File: config.mk
export PLATFORM = sky130hd
export DESIGN_NAME = swm2d_ctrl
export DESIGN_NICKNAME = d
export VERILOG_FILES = /design/src/rtl/swm2d_pkg.sv /design/src/rtl/swm2d_ctrl.sv
export SDC_FILE = /design/constraint.sdc
export NUM_CORES = 1
export LEC_CHECK = 0
export BUFFER_PORTS_ARGS = -buffer_cell sky130_fd_sc_hd__buf_4
export CAP_MARGIN = 20
export CORE_AREA = 2 2 39 41
export DETAILED_ROUTE_END_ITERATION = 10
export DIE_AREA = 0 0 41 43
export GPL_TIMING_DRIVEN = 0
export PLACE_DENSITY_LB_ADDON = 0.15
export SYNTH_ARGS = -nofsm -noshare
export SYNTH_HDL_FRONTEND = slang
export SYNTH_SLANG_ARGS = --single-unit
File: constraint.sdc
create_clock -name clk -period 2.8 [get_ports clk]
set_input_delay 0.14 -clock clk [delete_from_list [all_inputs] [get_ports clk]]
set_output_delay 0.14 -clock clk [all_outputs]
set_load 0.02 [all_outputs]
File: src/rtl/swm2d_pkg.sv
package swm2d_pkg;

  localparam int CFG_INDEX_BITS = 3;
  localparam int CFG_DATA_BITS  = 16;
  localparam int EPOCH_BITS     = 8;

  typedef enum logic [CFG_INDEX_BITS-1:0] {
    CFG_NUM_COLS    = 3'd0,
    CFG_NUM_ROWS    = 3'd1,
    CFG_WINDOW_ROWS = 3'd2,
    CFG_WINDOW_COLS = 3'd3
  } cfg_index_t;

  typedef struct packed {
    logic load;
    logic rd_row_tail;
    logic pop_row_front;
    logic save_rfront;
    logic pop_row_back;
    logic push_row;
    logic load_meta;
    logic rd_col_tail;
    logic pop_col_front;
    logic save_cfront;
    logic pop_col_back;
    logic push_col;
    logic emit;
    logic advance;
  } swm2d_cmd_t;

  typedef struct packed {
    logic sweeping;
    logic rcount_zero;
    logic row_front_exp;
    logic row_back_ge;
    logic do_col;
    logic ccount_zero;
    logic col_front_exp;
    logic col_back_ge;
    logic do_out;
    logic out_free;
  } swm2d_sts_t;

endpackage

File: src/rtl/swm2d_ctrl.sv
module swm2d_ctrl (
  input  logic                  clk,
  input  logic                  rst,
  input  logic                  in_valid,
  output logic                  in_stall,
  input  swm2d_pkg::swm2d_sts_t sts,
  output swm2d_pkg::swm2d_cmd_t cmd
);

  typedef enum logic [3:0] {
    S_IDLE, S_RF_RD, S_RF_CHK, S_RB_RD, S_RB_CHK, S_R_PUSH, S_M_RD, S_M_LD,
    S_CF_RD, S_CF_CHK, S_CB_RD, S_CB_CHK, S_C_PUSH, S_EMIT, S_ADV
  } state_t;

  state_t state;
  state_t state_next;

  assign in_stall = (state != S_IDLE) || sts.sweeping;

  always_comb begin
    cmd        = '0;
    state_next = state;
    case (state)
      S_IDLE: begin
        if (in_valid && !sts.sweeping) begin
          cmd.load   = 1'b1;
          state_next = S_RF_RD;
        end
      end
      // Drop expired entries from the front of the row deque.
      S_RF_RD:  state_next = sts.rcount_zero ? S_R_PUSH : S_RF_CHK;
      S_RF_CHK: begin
        if (sts.row_front_exp) begin
          cmd.pop_row_front = 1'b1;
          state_next        = S_RF_RD;
        end else begin
          cmd.save_rfront = 1'b1;
          state_next      = S_RB_RD;
        end
      end
      // Drop entries not smaller than the new pixel from the back.
      S_RB_RD: begin
        cmd.rd_row_tail = 1'b1;
        state_next      = sts.rcount_zero ? S_R_PUSH : S_RB_CHK;
      end
      S_RB_CHK: begin
        if (sts.row_back_ge) begin
          cmd.pop_row_back = 1'b1;
          state_next       = S_RB_RD;
        end else begin
          state_next = S_R_PUSH;
        end
      end
      S_R_PUSH: begin
        cmd.push_row = 1'b1;
        state_next   = sts.do_col ? S_M_RD : S_ADV;
      end
      S_M_RD: state_next = S_M_LD;
      S_M_LD: begin
        cmd.load_meta = 1'b1;
        state_next    = S_CF_RD;
      end
      S_CF_RD:  state_next = sts.ccount_zero ? S_C_PUSH : S_CF_CHK;
      S_CF_CHK: begin
        if (sts.col_front_exp) begin
          cmd.pop_col_front = 1'b1;
          state_next        = S_CF_RD;
        end else begin
          cmd.save_cfront = 1'b1;
          state_next      = S_CB_RD;
        end
      end
      S_CB_RD: begin
        cmd.rd_col_tail = 1'b1;
        state_next      = sts.ccount_zero ? S_C_PUSH : S_CB_CHK;
      end
      S_CB_CHK: begin
        if (sts.col_back_ge) begin
          cmd.pop_col_back = 1'b1;
          state_next       = S_CB_RD;
        end else begin
          state_next = S_C_PUSH;
        end
      end
      S_C_PUSH: begin
        cmd.push_col = 1'b1;
        state_next   = sts.do_out ? S_EMIT : S_ADV;
      end
      S_EMIT: begin
        if (sts.out_free) begin
          cmd.emit   = 1'b1;
          state_next = S_ADV;
        end
      end
      S_ADV: begin
        cmd.advance = 1'b1;
        state_next  = S_IDLE;
      end
      default: state_next = S_IDLE;
    endcase
  end

  always_ff @(posedge clk) begin
    if (rst) begin
      state <= S_IDLE;
    end else begin
      state <= state_next;
    end
  end

endmodule

==> results.rst, run 1 <==
.. list-table::
   :header-rows: 1

   * - Metric
     - Value
   * - Switching power
     - 86.34 µW
   * - Register share of total power
     - 27.7%
   * - Worst slack on hold paths
     - 0.08092 ns
   * - Worst supply voltage drop on vdd
     - 238.5 µV
   * - Post-cts gate resize count
     - 0
   * - Critical Setup Path Class
     - flip-flop to primary output
   * - Power density normalized to cell area
     - 346.1 nW/µm²
   * - Number of max-cap violations
     - 0
   * - Detailed Routing Iterations Pass 1
     - 4
   * - Vert. Die Dim
     - 43 µm
   * - Clk pwr share
     - 29.8%
   * - Register bit count reported by yosys
     - 4
   * - Post-CTS Setup Repair Bufs
     - 0
   * - Level count of the clock H-tree
     - 1
   * - Synthesized netlist cell count
     - 71
   * - Fraction of layout instances using a drive strength above 1
     - 36.63%
   * - Fraction of post-synthesis cell area in the top cell type by area
     - 17.30%
   * - Type of element capturing the critical path
     - primary output
   * - Worst rel slew slack
     - 72.87%
   * - Hold buffers post-CTS
     - 0
   * - Floorplan die width
     - 41 µm
   * - Placer Congestion
     - 0.8359
   * - Power share of the combinational group
     - 42.5%
   * - Via-per-instance ratio
     - 5.316
   * - Std-Cell Rows
     - 14
   * - Top cells by area, synth
     - dfxtp_1 17%, nand2b_1 11%, nor2_1 8.9%, a21oi_1 6.5%, nor3_1 6.5%
   * - Starting Density
     - 33.45%
   * - TritonCTS clock tree
     - done
   * - Beginning of the worst register-to-register path
     - state[3]
   * - Status
     - finished, final reports clean
   * - Registers with the most flip-flops
     - state (4)
   * - Transition time at the pin with the least slew margin
     - 0.4033 ns
   * - Fraction of power spent switching nets
     - 35.23%
   * - Total wire length after detailed routing
     - 1397 µm
   * - Top Ports
     - 28
   * - Most frequent standard cell in the layout excluding fill and tap cells
     - buf_4
   * - Post-DP HPWL
     - 1089 µm
   * - Final-layout setup total negative slack
     - 0 ns
   * - Setup clock skew after layout
     - 0.007658 ns
   * - Data arrival at the endpoint of the critical path
     - 1.44 ns
   * - Final hold violation count
     - 0
   * - Worst-path maximum fanout
     - 10
   * - Core region area
     - 1384 µm²
   * - Portion of the post-synthesis area used by sequential elements
     - 17.30%
   * - Synth area leader
     - dfxtp_1
   * - Static Leakage
     - 0.3270 nW
   * - Yosys warnings
     - 0
   * - Post-route clock period utilization
     - 56.52%
   * - Detailed-route wire length per cell
     - 11.94 µm
   * - Global-route wire length before repair
     - 2152 µm
   * - Type of the worst min-delay path
     - primary input to flip-flop
   * - Number of pins exceeding their max-slew limit in the final report
     - 0
   * - Worst path required time
     - 2.66 ns
   * - Final Instance Count excl. Fillers
     - 117
   * - Starting DRT DRC Count
     - 13
   * - Number of unique standard cell types used by synthesis
     - 26
   * - Total clock sinks
     - 4
   * - TritonCTS buffer count
     - 3
   * - Count of final setup violators
     - 0
   * - Startpoint of the most critical setup path
     - state[3]
   * - Number of buffers added on ports
     - 27
   * - Worst hold path startpoint
     - rst
   * - Post-Synthesis Net Count
     - 84
   * - Final critical path time including I/O delays and setup
     - 1.582 ns
   * - Maximum clock path buffer count
     - 2
   * - Total overflow reported by the global router
     - 0
   * - Flip-flop count of the largest register after layout
     - 4
   * - Highest clock rate
     - 631.9 MHz
   * - Number of nets with antenna violations after routing
     - 0
   * - Mapped Area
     - 462.9 µm²
   * - Detailed-route DRC error count
     - 0
   * - Unrepaired setup endpoints after global routing
     - no
   * - Clk pin slew, worst setup/hold paths
     - 0.04 ns
   * - Antenna violations before repair
     - 0
   * - Layout overhead on the synthesized area
     - 52.97%
   * - Overall Power
     - 245.1 µW
   * - Total track usage
     - 17.55%
   * - Clk_lat worst skew
     - 0.24 ns
   * - Clock root cell
     - clkbuf_4
   * - DR vias
     - 622
   * - Die outline area
     - 1763 µm²
   * - Syn_area_per_cell
     - 6.520 µm²
   * - Via count of the first global-routing pass
     - 527
   * - Internal power
     - 158.7 µW
   * - Commonest non-fill, non-tap cells in the layout
     - 27 x buf_4, 11 x nor2_1, 8 x nand2b_1
   * - Number of antenna cells inserted
     - 0
   * - Most flop-heavy register
     - state
   * - Number of placed instances with taps included
     - 114
   * - Nets
     - 116
   * - Worst setup SP type
     - flip-flop
   * - Maximum number of pins on one net before global-route repair
     - 11
stage by stage:
stage,utilization (%),setup WS [ns],area [µm²]
4_1_cts,51.18,1.219,708.2
3_5_place_dp,49.55,1.416,685.7
6_report,51.18,1.218,708.2
2_1_floorplan,-,1.244,462.9
3_3_place_gp,49.55,1.394,685.7
5_1_grt,51.18,1.043,708.2
layer usage:
layer  global-route usage, %  vias up  share of wire [%]
li1                        -      312                  -
met3                   7.853        0                9.5
met2                   26.56       30                 47
met4                   2.000        0                  0
met5                       0        -                  0
met1                   23.08      280                 43
Yosys cell counts (all sizes together):
cell type	n
nor3	7
or2	1
inv	6
dfxtp	4
and2	1
nor2	11
a22o	2
nand2b	8
a21o	1
or2b	1
a32oi	1
a31oi	1
nand2	4
buf	4
nor4b	1
nor4	2
a21oi	6
a311oi	1
or3	1
a221oi	1
nor2b	3
o21ai	3
a221o	1
final cells by class:
type | instances | area (µm²)
timing repair buffer | 27 | 202.7
clock buffer | 3 | 22.52
inverter | 6 | 22.52
multi-input combinational | 57 | 327.8
fill | 148 | 675.6
tap | 16 | 20.02
buffer | 4 | 32.53
sequential | 4 | 80.08
worst max-delay path: stages, from the launching register on:
cell and delay (ns):
dfxtp_1 0.34, buf_6 0.15, nand2b_1 0.21, nor4b_1 0.31, buf_4 0.19
final timing paths:
| check | slack, ns | depth (start not counted) | endpoint |
|---|---|---|---|
| setup / recovery | 1.22 | 4 | cmd[11] |
| hold / removal | 0.08 | 2 | state[2] |
| setup reg to reg | 1.38 | 4 | state[0] |
| hold reg to reg | 0.68 | 3 | state[3] |
cell families (layout without fill, tap and decap cells):
logic type	Yosys count	in the layout	synth area share (%)
simple gates	40	40	46.49
buf+inv	10	40	11.89
flops	4	4	17.30
compound gates	17	17	24.33
power groups by stage:
stage / clock network (mW) / registers (mW) / logic (mW)
after floorplan: 0 / 0.0673 / 0.0672
after global placement: 0 / 0.0688 / 0.103
after detailed placement: 0 / 0.0686 / 0.103
after CTS: 0.0756 / 0.0678 / 0.104
after global routing: 0.0805 / 0.0686 / 0.114
final: 0.0730 / 0.0680 / 0.104
Note: power is estimated with default switching activity, not from simulation.
==> run 2: changes to the inputs <==
Clock period 2.8 ns to 1.7 ns, I/O delays scaled along.
==> run 2 against run 1 <==
Net effect:
- count of clock-buffer cells in the layout is the same
- critical path depth is the same
- sequential share of layout area shrank 0.099 points
- combinational power grew 67%
- worst hold slack lost 0.055 ns
- first-iteration DRC count grew 15%
- die area is the same
- cell count is the same
- non-clock buffer count is the same
- critical path type unchanged
==> results.rst, run 2 (synthesized netlist as in run 1, its figures left out) <==
.. list-table::
   :header-rows: 1

   * - Metric
     - Value
   * - Registers with the most flip-flops
     - state (4)
   * - Via count of the first global-routing pass
     - 527 (unchanged)
   * - Standard cell area after detailed placement
     - 685.7 µm² (unchanged)
   * - Beginning of the worst register-to-register path
     - state[3]
   * - Commonest non-fill, non-tap cells in the layout
     - 27 x buf_4, 11 x nor2_1, 8 x nand2b_1
   * - Number of nets with antenna violations after routing
     - 0 (unchanged)
   * - Starting Density
     - 33.45% (unchanged)
   * - Power density normalized to cell area
     - 568.9 nW/µm² (+64%)
   * - Design area
     - 714.4 µm² (+0.88%)
   * - Number of max-cap violations
     - 0 (unchanged)
   * - Setup clock skew after layout
     - 0.007826 ns (+0.0001680 ns)
   * - Post-layout worst setup margin
     - 0.1647 ns (-1.053 ns)
   * - Detailed Routing Iterations Pass 1
     - 4 (unchanged)
   * - Std-Cell Rows
     - 14 (unchanged)
   * - Flip-flop count of the largest register after layout
     - 4 (unchanged)
   * - Nets
     - 116 (unchanged)
   * - Maximum number of pins on one net before global-route repair
     - 11 (unchanged)
   * - Status
     - finished, final reports clean
   * - Worst Setup EP
     - cmd[11]
   * - Post-route clock period utilization
     - 90.31%
   * - Number of antenna cells inserted
     - 0 (unchanged)
   * - Final critical path time including I/O delays and setup
     - 1.535 ns
   * - Final hold violation count
     - 0 (unchanged)
   * - Met1 routed wirelength after detailed routing
     - 609 µm (+1.2%)
   * - Starting DRT DRC Count
     - 15 (+2)
   * - Worst rel slew slack
     - 72.76% (-0.11 points)
   * - Die outline area
     - 1763 µm² (unchanged)
   * - Placer Congestion
     - 0.8359 (unchanged)
   * - Pre-CTS WS
     - 0.3155 ns (-1.100 ns)
   * - Detail Route met2 WL
     - 677 µm (+2.4%)
   * - Critical R2R Capture
     - state[0]
   * - Antenna violations before repair
     - 0 (unchanged)
   * - Type of the worst min-delay path
     - primary input to flip-flop
   * - Post-DP HPWL
     - 1089 µm (unchanged)
   * - Core region area
     - 1384 µm² (unchanged)
   * - Most frequent standard cell in the layout excluding fill and tap cells
     - buf_4
   * - Register-to-register setup slack
     - 0.27 ns (-1.11 ns)
   * - Highest clock rate
     - 651.3 MHz
   * - Top Ports
     - 28 (unchanged)
   * - Unrepaired setup endpoints after global routing
     - no
   * - Post-CTS Setup Repair Bufs
     - 0 (unchanged)
   * - Final standard cell utilization of the core
     - 51.63% (+0.45 points)
   * - Clock root cell
     - clkbuf_4
   * - Detailed-route wire length per cell
     - 12.13 µm (+1.6%)
   * - Level count of the clock H-tree
     - 1 (unchanged)
   * - Number of pins exceeding their max-slew limit in the final report
     - 0 (unchanged)
   * - Fraction of layout instances using a drive strength above 1
     - 37.62% (+0.99 points)
   * - Global-route wire length before repair
     - 2152 µm (unchanged)
   * - Static Leakage
     - 0.3286 nW (+0.47%)
   * - Clk_lat worst skew
     - 0.24 ns (about the same)
   * - DR vias
     - 618 (-0.64%)
   * - Floorplan die width
     - 41 µm (unchanged)
   * - Total wire length after detailed routing
     - 1419 µm (+1.6%)
   * - Via-per-instance ratio
     - 5.282 (-0.64%)
   * - Detailed-routed wire length on met3
     - 132 µm (-0.75%)
   * - Cell count of the worst reg-to-reg path
     - 4 (unchanged)
   * - Maximum clock path buffer count
     - 2 (unchanged)
   * - Total overflow reported by the global router
     - 0 (unchanged)
   * - Count of final setup violators
     - 0 (unchanged)
   * - Startpoint of the most critical setup path
     - state[3]
   * - Highest routed metal layer
     - met3
   * - Detailed-route DRC error count
     - 0 (unchanged)
   * - TritonCTS buffer count
     - 3 (unchanged)
   * - Worst path required time
     - 1.62 ns (-1.04 ns)
   * - Number of buffers added on ports
     - 27 (unchanged)
   * - Worst supply voltage drop on vdd
     - 392.9 µV (+65%)
   * - Critical Setup Path Class
     - flip-flop to primary output
   * - Data arrival at the endpoint of the critical path
     - 1.45 ns (about the same)
   * - Clk pin slew, worst setup/hold paths
     - 0.04 ns (about the same)
   * - Worst-path maximum fanout
     - 10 (unchanged)
   * - Final-layout setup total negative slack
     - 0 ns (unchanged)
   * - TritonCTS clock tree
     - done
   * - Layout overhead on the synthesized area
     - 54.32%
   * - Total clock sinks
     - 4 (unchanged)
   * - Most flop-heavy register
     - state
   * - Worst setup SP type
     - flip-flop
   * - Total track usage
     - 17.55% (unchanged)
   * - Transition time at the pin with the least slew margin
     - 0.4049 ns (+0.001620 ns)
   * - Worst slack on hold paths
     - 0.02595 ns (-0.05497 ns)
   * - Vert. Die Dim
     - 43 µm (unchanged)
   * - Type of element capturing the critical path
     - primary output
## run 2: final cells by class
type / count / area [µm²]
inverters: 6 / 22.52
plain buffers: 4 / 32.53
repair buffers: 27 / 202.7
multi-input cells: 57 / 334.1
well taps: 16 / 20.02
clock buffers: 3 / 22.52
fillers: 147 / 669.4
flip-flops and latches: 4 / 80.08
## run 2: routing by layer
metal  GRT usage, %  vias up
li1               -      312
met1          23.08      278
met2          26.56       28
met3          7.853        0
met4          2.000        0
met5              0        -
## run 2: repair_timing
action	in CTS	in global routing
gates resized for setup	0	1
hold buffers	0	0
setup endpoints to repair	0	1
## run 2: stage by stage
stage / power, mW / cells
final: 0.4064 / 117
after global routing: 0.4360 / 117
after CTS: 0.4066 / 117
after detailed placement: 0.2831 / 114
after global placement: 0.2821 / 114
after floorplan: 0.2216 / 71
## run 2: worst min path at each step
stage                     from        to  slack [ns]  cells past startpoint
after CTS                  rst  state[2]        0.02                      2
after floorplan            rst  state[2]        0.15                      1
after global placement     rst  state[2]        0.27                      2
after detailed placement   rst  state[2]        0.27                      2
final                      rst  state[2]        0.03                      2
after global routing       rst  state[2]        0.03                      2
## run 2: power by group
group	total (mW)	leakage (nW)	switching, mW	internal [mW]
registers	0.112	0.0326	0.00931	0.103
logic	0.174	0.282	0.0938	0.0802
clock network	0.120	0.0138	0.0414	0.0791
total	0.406	0.329	0.144	0.262
## run 2: critical path: stages, from the launching register on
cell,delay (ns)
dfxtp_1,0.34
buf_6,0.15
nand2b_1,0.23
nor4b_2,0.30
buf_4,0.19
